`src/rtl/mm4_pkg.sv`:
```
// ----------------------------------------------------------------------------
// mm4_pkg
// Shared types and constants for the 4x4 fixed-point matrix multiplier.
// ----------------------------------------------------------------------------
`default_nettype none

package mm4_pkg;

  localparam int DIM       = 4;
  localparam int ELEMS     = DIM * DIM;
  localparam int FRAC_BITS = 16;
  localparam int DATA_W    = 32;

  localparam int IDX_W  = (DIM > 1) ? $clog2(DIM) : 1;
  localparam int ADDR_W = $clog2(ELEMS);
  // exact sum of DIM products of two signed 32-bit values
  localparam int ACC_W  = 2 * DATA_W + $clog2(DIM);

  typedef struct packed {
    logic signed [DATA_W-1:0] a_elem;
    logic signed [DATA_W-1:0] b_elem;
  } in_item_t;

  typedef struct packed {
    logic signed [DATA_W-1:0] product_elem;
    logic                     last_result;
    logic                     saturated;
  } out_item_t;

  // controller to datapath
  typedef struct packed {
    logic              load_en;
    logic [ADDR_W-1:0] load_addr;
    logic              rd_en;
    logic [IDX_W-1:0]  row;
    logic [IDX_W-1:0]  col;
    logic [IDX_W-1:0]  k;
    logic              first;
    logic              last_k;
    logic              last_elem;
  } mm4_cmd_t;

  // datapath to controller
  typedef struct packed {
    logic busy;
    logic out_valid;
    logic out_load;
  } mm4_stat_t;

endpackage

`default_nettype wire

```
`src/rtl/matrix4_multiply_top.sv`:
```
// ----------------------------------------------------------------------------
// matrix4_multiply_top
// Streaming 4x4 signed Q16.16 matrix product C = A * B.
// ----------------------------------------------------------------------------
// Input channel (item_valid/item_ready/item): each item carries one element
// of A and the same-position element of B, row-major. Sixteen items load one
// matrix pair, one item per cycle while loading.
// Output channel (result_valid/result_ready/result): the sixteen elements of
// C in row-major order; last_result marks the sixteenth, saturated marks an
// element whose floored sum did not fit in 32 bits.
// Datapath: one shared multiply-accumulate unit does four multiplies per
// element; each element is issued into the 3-stage read/multiply/accumulate
// pipeline and then the output register; the next element is issued only
// once the pipeline has drained.
// Loading of the next pair starts while the last result still waits.
// Reset: clears the load count and sequencer; the operand stores keep no
// reset value and are fully written before use.
// Stall: the output register holds its result; the next element is not
// started until the register is free, so nothing is lost.
// ----------------------------------------------------------------------------
`default_nettype none

module matrix4_multiply_top
  import mm4_pkg::*;
(
  input  wire logic     clk,
  input  wire logic     rst,
  input  wire logic     item_valid,
  output logic          item_ready,
  input  wire in_item_t item,
  output logic          result_valid,
  input  wire logic     result_ready,
  output out_item_t     result
);

  mm4_cmd_t  cmd;
  mm4_stat_t stat;

  mm4_ctrl u_ctrl (
    .clk          (clk),
    .rst          (rst),
    .item_valid   (item_valid),
    .item_ready   (item_ready),
    .result_ready (result_ready),
    .stat         (stat),
    .cmd          (cmd)
  );

  mm4_dp u_dp (
    .clk          (clk),
    .rst          (rst),
    .item         (item),
    .cmd          (cmd),
    .result_ready (result_ready),
    .result       (result),
    .result_valid (result_valid),
    .stat         (stat)
  );

  // no load while a dot product is in flight
  a_no_load_busy: assert property (@(posedge clk) disable iff (rst)
    stat.busy |-> !item_ready)
    else $error("input accepted while datapath busy");

  // a finished element never overwrites a result still waiting
  a_no_overwrite: assert property (@(posedge clk) disable iff (rst)
    stat.out_load |-> (!$past(result_valid) || $past(result_ready)) || !result_valid)
    else $error("output register overwritten");

  // a new dot product only starts once the previous one has drained
  a_start_idle: assert property (@(posedge clk) disable iff (rst)
    (cmd.rd_en && cmd.first) |-> !stat.busy)
    else $error("dot product started while pipeline busy");

endmodule

`default_nettype wire

```
`src/rtl/mm4_ctrl.sv`:
```
// ----------------------------------------------------------------------------
// mm4_ctrl
// Sequencer: loads the operand stores, then walks row, column and dot-product
// index over the shared multiply-accumulate datapath.
// ----------------------------------------------------------------------------
`default_nettype none

module mm4_ctrl
  import mm4_pkg::*;
(
  input  wire logic      clk,
  input  wire logic      rst,
  input  wire logic      item_valid,
  output logic           item_ready,
  input  wire logic      result_ready,
  input  wire mm4_stat_t stat,
  output mm4_cmd_t       cmd
);

  localparam logic [1:0] S_LOAD  = 2'd0;
  localparam logic [1:0] S_START = 2'd1;
  localparam logic [1:0] S_ISSUE = 2'd2;
  localparam logic [1:0] S_WAIT  = 2'd3;

  localparam logic [IDX_W-1:0]  IDX_LAST  = IDX_W'(DIM - 1);
  localparam logic [ADDR_W-1:0] LOAD_LAST = ADDR_W'(ELEMS - 1);

  logic [1:0]        state;
  logic [1:0]        state_next;
  logic [ADDR_W-1:0] load_count;
  logic [IDX_W-1:0]  row;
  logic [IDX_W-1:0]  col;
  logic [IDX_W-1:0]  k;
  logic              out_free;
  logic              last_k;
  logic              last_elem;
  logic              load_fire;

  assign out_free   = !stat.out_valid || result_ready;
  assign last_k     = (k == IDX_LAST);
  assign last_elem  = (row == IDX_LAST) && (col == IDX_LAST);
  assign item_ready = (state == S_LOAD);
  assign load_fire  = item_valid && item_ready;

  always_comb begin
    cmd           = '0;
    cmd.load_en   = load_fire;
    cmd.load_addr = load_count;
    cmd.rd_en     = (state == S_ISSUE);
    cmd.row       = row;
    cmd.col       = col;
    cmd.k         = k;
    cmd.first     = (k == '0);
    cmd.last_k    = last_k;
    cmd.last_elem = last_elem;
  end

  always_comb begin
    state_next = state;
    unique case (state)
      S_LOAD: begin
        if (load_fire && load_count == LOAD_LAST) state_next = S_START;
      end
      S_START: begin
        if (out_free) state_next = S_ISSUE;
      end
      S_ISSUE: begin
        if (last_k) state_next = S_WAIT;
      end
      S_WAIT: begin
        if (!stat.busy) begin
          if (last_elem)     state_next = S_LOAD;
          else if (out_free) state_next = S_ISSUE;
        end
      end
      default: state_next = S_LOAD;
    endcase
  end

  always_ff @(posedge clk) begin
    if (rst) begin
      state      <= S_LOAD;
      load_count <= '0;
      row        <= '0;
      col        <= '0;
      k          <= '0;
    end else begin
      state <= state_next;
      if (load_fire) begin
        load_count <= (load_count == LOAD_LAST) ? '0 : load_count + 1'b1;
      end
      if (state == S_ISSUE) begin
        k <= last_k ? '0 : k + 1'b1;
      end
      // step to the next output element when leaving the wait
      if (state == S_WAIT && state_next != S_WAIT) begin
        if (col == IDX_LAST) begin
          col <= '0;
          row <= (row == IDX_LAST) ? '0 : row + 1'b1;
        end else begin
          col <= col + 1'b1;
        end
      end
    end
  end

endmodule

`default_nettype wire

```
`src/rtl/mm4_dp.sv`:
```
// ----------------------------------------------------------------------------
// mm4_dp
// Operand stores, one signed 32x32 multiplier, full-width accumulator and
// the shift/saturate output register.
// ----------------------------------------------------------------------------
`default_nettype none

module mm4_dp
  import mm4_pkg::*;
(
  input  wire logic     clk,
  input  wire logic     rst,
  input  wire in_item_t item,
  input  wire mm4_cmd_t cmd,
  input  wire logic     result_ready,
  output out_item_t     result,
  output logic          result_valid,
  output mm4_stat_t     stat
);

  logic signed [DATA_W-1:0] a_mem [ELEMS];
  logic signed [DATA_W-1:0] b_mem [ELEMS];

  logic [ADDR_W-1:0] a_addr;
  logic [ADDR_W-1:0] b_addr;

  // stage 1: store read
  logic signed [DATA_W-1:0] a_rd;
  logic signed [DATA_W-1:0] b_rd;
  logic s1_v, s1_first, s1_last_k, s1_last_elem;

  // stage 2: product
  logic signed [2*DATA_W-1:0] prod;
  logic s2_v, s2_first, s2_last_k, s2_last_elem;

  // stage 3: accumulate
  logic signed [ACC_W-1:0] acc;
  logic                    acc_done;
  logic                    acc_last_elem;

  logic signed [ACC_W-1:0] shifted;
  logic                    fits;

  assign a_addr = ADDR_W'(int'(cmd.row) * DIM + int'(cmd.k));
  assign b_addr = ADDR_W'(int'(cmd.k) * DIM + int'(cmd.col));

  always_ff @(posedge clk) begin
    if (cmd.load_en) begin
      a_mem[cmd.load_addr] <= item.a_elem;
      b_mem[cmd.load_addr] <= item.b_elem;
    end
  end

  always_ff @(posedge clk) begin
    if (cmd.rd_en) begin
      a_rd <= a_mem[a_addr];
      b_rd <= b_mem[b_addr];
    end
  end

  always_ff @(posedge clk) begin
    if (rst) begin
      s1_v     <= 1'b0;
      s2_v     <= 1'b0;
      acc_done <= 1'b0;
    end else begin
      s1_v     <= cmd.rd_en;
      s2_v     <= s1_v;
      acc_done <= s2_v && s2_last_k;
    end
  end

  always_ff @(posedge clk) begin
    s1_first     <= cmd.first;
    s1_last_k    <= cmd.last_k;
    s1_last_elem <= cmd.last_elem;
    s2_first     <= s1_first;
    s2_last_k    <= s1_last_k;
    s2_last_elem <= s1_last_elem;
    prod         <= a_rd * b_rd;
    if (s2_v) begin
      acc           <= s2_first ? ACC_W'(prod) : acc + ACC_W'(prod);
      acc_last_elem <= s2_last_elem;
    end
  end

  // floor shift back to the fixed-point scale, then range check
  assign shifted = acc >>> FRAC_BITS;
  assign fits    = (&shifted[ACC_W-1:DATA_W-1]) || !(|shifted[ACC_W-1:DATA_W-1]);

  always_ff @(posedge clk) begin
    if (rst) begin
      result_valid <= 1'b0;
    end else if (acc_done) begin
      result_valid <= 1'b1;
    end else if (result_ready) begin
      result_valid <= 1'b0;
    end
  end

  always_ff @(posedge clk) begin
    if (acc_done) begin
      result.last_result <= acc_last_elem;
      result.saturated   <= !fits;
      if (fits) begin
        result.product_elem <= shifted[DATA_W-1:0];
      end else if (shifted[ACC_W-1]) begin
        result.product_elem <= {1'b1, {(DATA_W-1){1'b0}}};
      end else begin
        result.product_elem <= {1'b0, {(DATA_W-1){1'b1}}};
      end
    end
  end

  always_comb begin
    stat           = '0;
    stat.busy      = s1_v || s2_v || acc_done;
    stat.out_valid = result_valid;
    stat.out_load  = acc_done;
  end

endmodule

`default_nettype wire
```
`config.mk`:
```
export PLATFORM = sky130hd
export DESIGN_NAME = matrix4_multiply_top
export DESIGN_NICKNAME = d
export VERILOG_FILES = /design/src/rtl/mm4_pkg.sv /design/src/rtl/matrix4_multiply_top.sv /design/src/rtl/mm4_ctrl.sv /design/src/rtl/mm4_dp.sv
export SDC_FILE = /design/constraint.sdc
export NUM_CORES = 2
export LEC_CHECK = 0
export BUFFER_PORTS_ARGS = -buffer_cell sky130_fd_sc_hd__buf_2
export CAP_MARGIN = 10
export CORE_ASPECT_RATIO = 0.5
export CORE_MARGIN = 4
export CORE_UTILIZATION = 55
export CTS_CLUSTER_SIZE = 14
export DETAILED_ROUTE_END_ITERATION = 10
export GPL_ROUTABILITY_DRIVEN = 0
export PLACE_DENSITY = 0.69
export SLEW_MARGIN = 20
export SYNTH_ARGS = -nofsm -noshare
export SYNTH_HDL_FRONTEND = slang
export SYNTH_SLANG_ARGS = --single-unit
```
`constraint.sdc`:
```
create_clock -name clk -period 15.1 [get_ports clk]
set_clock_uncertainty 0.15 [all_clocks]
set_input_delay 4.53 -clock clk [delete_from_list [all_inputs] [get_ports clk]]
set_output_delay 4.53 -clock clk [all_outputs]
set_load 0.01 [all_outputs]
```
==> metrics.yaml <==
run_status:
  outcome: "complete, no violations"
synth:
  synth-edff-count: 1189
  netlist.area_leader.share_pct: 41.2
  synthCells: 6378
  ys_ff_latch: 1275
  synth_nets: 7786
  yosys_warnings: 0
  ys_seq_area_share_pct: 43.2
  synthAdderAreaFrac_pct: 28.7
  synth-simple-area-share_pct: 8.21
  synth_flop_cell: "edfxtp_1"
  synthXorXnorAreaFrac_pct: 1.34
  ys_types: 91
  synth_top_family_by_area: "adder cells"
  synth-compound-area-share_pct: 4.28
  ys_top_cells_by_area: "edfxtp_1, fa_1, mux4_2"
  synth.largest_area_cell: "edfxtp_1"
  syn-cell-area_mm2: 0.0866
  synth.avg_cell_area_um2: 13.6
  async_flop_share_pct: 0
  synthMuxAreaShare_pct: 8.44
detailed_routing:
  dr.pass1.iters: 8
  vias_per_cell: 5.97
  wl_um: 211000
  dr_total_vias: 50889
  drtIter0Drc: 5994
  drc: 0
  ant_nets: 0
  wire_per_inst_um: 24.8
finish:
  area_growth_syn_to_layout_pct: 7.11
  drive_above_1_share_pct: 11.4
  nets: 7774
critical_path:
  cp.arrival_ns: 9.16
  crit_path_max_fanout: 32
  startpoint_type: "register"
  r2r_end: "u_dp.prod[62]"
  end_kind: "register"
  critPathKind: "reg2reg"
  r2r_cells: 25
  rr_startpoint: "u_dp.b_rd[0]"
  cp.required_ns: 15.51
  reg2reg_slack_ns: 6.35
cts:
  clock_sinks: 1275
  cts_buffers: 110
  cts_tree: "done"
  ctsRootBufferMaster: "clkbuf_16"
  htree_num_levels: 3
  post-cts-setup-buffers: 0
  clk_path_buf_depth: 3
  clk_latency_ns: 0.75
  cts-resized-gates: 0
  clkSlewWorstSetupHoldPaths_ns: 0.06
  cts_hold_buffers: 0
die:
  dieArea_mm2: 0.164
  rows: 102
  core_mm2: 0.156
  start_util_pct: 55.7
  io_pins: 104
  die_w_um: 569
  dieHeight_um: 289
power:
  ir_worst_vdd_mv: 0.106
  p_per_area_mw_per_mm2: 71.6
  leakage_nw: 36.7
timing:
  slew_headroom_pct: 26.0
  hold_viol: 0
  tightest_slew_ns: 1.11
  drv_slew: 0
  final.setup.tns_ns: 0
  fin_crit_sh_pct: 58.0
  period_minus_slack_ns: 8.75
  rsz0062_at_grt: "no"
  fmax_mhz: 114
  setup_viol: 0
  fin_hold_ws_ns: 0.202
flow_run:
  timing.max_cap.violations: 0
placed_design:
  dp_hpwl_um: 140000
  port_buffers: 103
global_route:
  grt_pass1_wl_um: 331000
  grt_pass1_vias: 55268
  track_usage_pct: 26.5
  grt.overflow.total: 0
  grt_max_degree: 74
  antenna_found_initial: 29
min_path:
  hp-start: "u_dp.s1_last_k"
  min_to: "u_dp.s2_last_k"
  hold_path.class: "reg2reg"
  hold_depth: 0
worst max path at each step:
stage / from / to / slack (ns) / cells past startpoint
2_1_floorplan: item_valid / u_dp.a_mem[3][0] / 4.98 / 4
3_3_place_gp: u_dp.b_rd[2] / u_dp.prod[62] / 6.33 / 26
3_5_place_dp: u_dp.b_rd[2] / u_dp.prod[62] / 6.20 / 26
4_1_cts: u_dp.b_rd[2] / u_dp.prod[62] / 6.09 / 26
5_1_grt: u_dp.b_rd[5] / u_dp.prod[62] / 6.00 / 28
6_report: u_dp.b_rd[0] / u_dp.prod[62] / 6.35 / 25
per-layer routing:
layer  global-route usage [%]  vias up  part of all wire [%]
met5                        0        -                  0.12
met4                     6.04        6                   2.2
met3                     6.48      421                    10
met2                     40.9     2700                    46
met1                     38.6    26480                    42
li1                         -    21282                     -
cell usage after synthesis, types with 24 or more instances:
master / n
edfxtp_1: 1189
fa_1: 1083
inv_1: 982
nand2_1: 619
and2_1: 524
mux4_2: 320
clkbuf_1: 294
ha_1: 257
a21oi_1: 130
a21o_1: 112
o21ai_0: 108
nor2_1: 88
dfxtp_1: 86
xnor2_1: 85
xor2_1: 48
nor2b_1: 40
nand4_1: 39
buf_1: 26
o21a_1: 25
o21bai_1: 25
nand3_1: 24
state kept, by name, indices dropped and copies added (netlist names), 4 cells and up:
register and count:
u_dp.prod 64, u_dp.result 34, u_dp.a_rd 32, u_dp.acc 66, u_dp.b_mem 512, u_dp.a_mem 512
u_dp.b_rd 32, u_ctrl.load_count 4
placed cells by master (no fill, tap or decap), types with 18 or more instances in the layout:
cell type	n
o21a_1	25
inv_1	981
fa_1	1083
clkbuf_1	34
nand4_1	39
buf_2	103
nand2_1	619
xor2_1	48
ha_1	257
and2_1	524
edfxtp_1	1189
nand2b_1	18
a21o_1	112
nor2_1	75
mux4_2	320
nand3_1	24
o21ai_0	108
clkbuf_16	110
dfxtp_1	77
nor3_1	18
o21bai_1	25
a21oi_1	130
nor2b_1	40
xnor2_1	85
o21ai_1	20
buf_4	106
stage by stage:
step | instance area [um2] | util, % | worst slack [ns] | power, mW | instances
floorplan | 86600 | - | 4.98 | 4.02 | 6378
global placement | 89400 | 57.5 | 6.33 | 4.08 | 8329
detailed placement | 89400 | 57.5 | 6.20 | 4.10 | 8330
CTS | 92700 | 59.6 | 6.09 | 6.70 | 8505
global route | 92700 | 59.6 | 6.00 | 6.87 | 8513
finish | 92800 | 59.6 | 6.35 | 6.65 | 8523
cells by family after synthesis:
logic type               Yosys count
flip-flops                      1275
AO/OA/AOI/OAI                    553
buffers and inverters           1322
adder cells (fa/ha/maj)         1340
multiplexers                     330
AND/OR/NAND/NOR                 1425
XOR/XNOR                         133
critical path: stages (launching register included):
cell and delay [ns]:
edfxtp_1 1.05, and2_1 0.29, ha_1 0.30, fa_1 0.60
fa_1 0.42, buf_4 0.21, fa_1 0.87, inv_1 0.38
fa_1 0.58, inv_1 0.06, fa_1 0.53, inv_1 0.05
fa_1 0.48, inv_1 0.06, fa_1 0.46, ha_1 0.37
a21oi_1 0.18, o21bai_1 0.08, a21oi_1 0.19, nor2_1 0.06
o21ai_0 0.15, nand2b_1 0.07, a21o_1 0.17, a21oi_1 0.19
mux2_2 0.36, a311oi_1 0.22
final cells by class:
cell class | instances | area, um2
inverter | 983 | 3690
antenna | 14 | 35.0
multi-input combinational | 3781 | 44300
fill | 11642 | 62800
clock inverter | 29 | 338
clock buffer | 146 | 2910
timing repair buffer | 215 | 1420
tap | 2080 | 2600
sequential | 1275 | 37500
power breakdown:
group          switching (mW)  internal [mW]  leakage, nW
logic                  0.0877         0.0362         23.7
clock network            1.26           1.37         1.55
registers             0.00750           3.89         11.5
total                    1.35           5.29         36.7
Power figures use the tool's default switching activity.
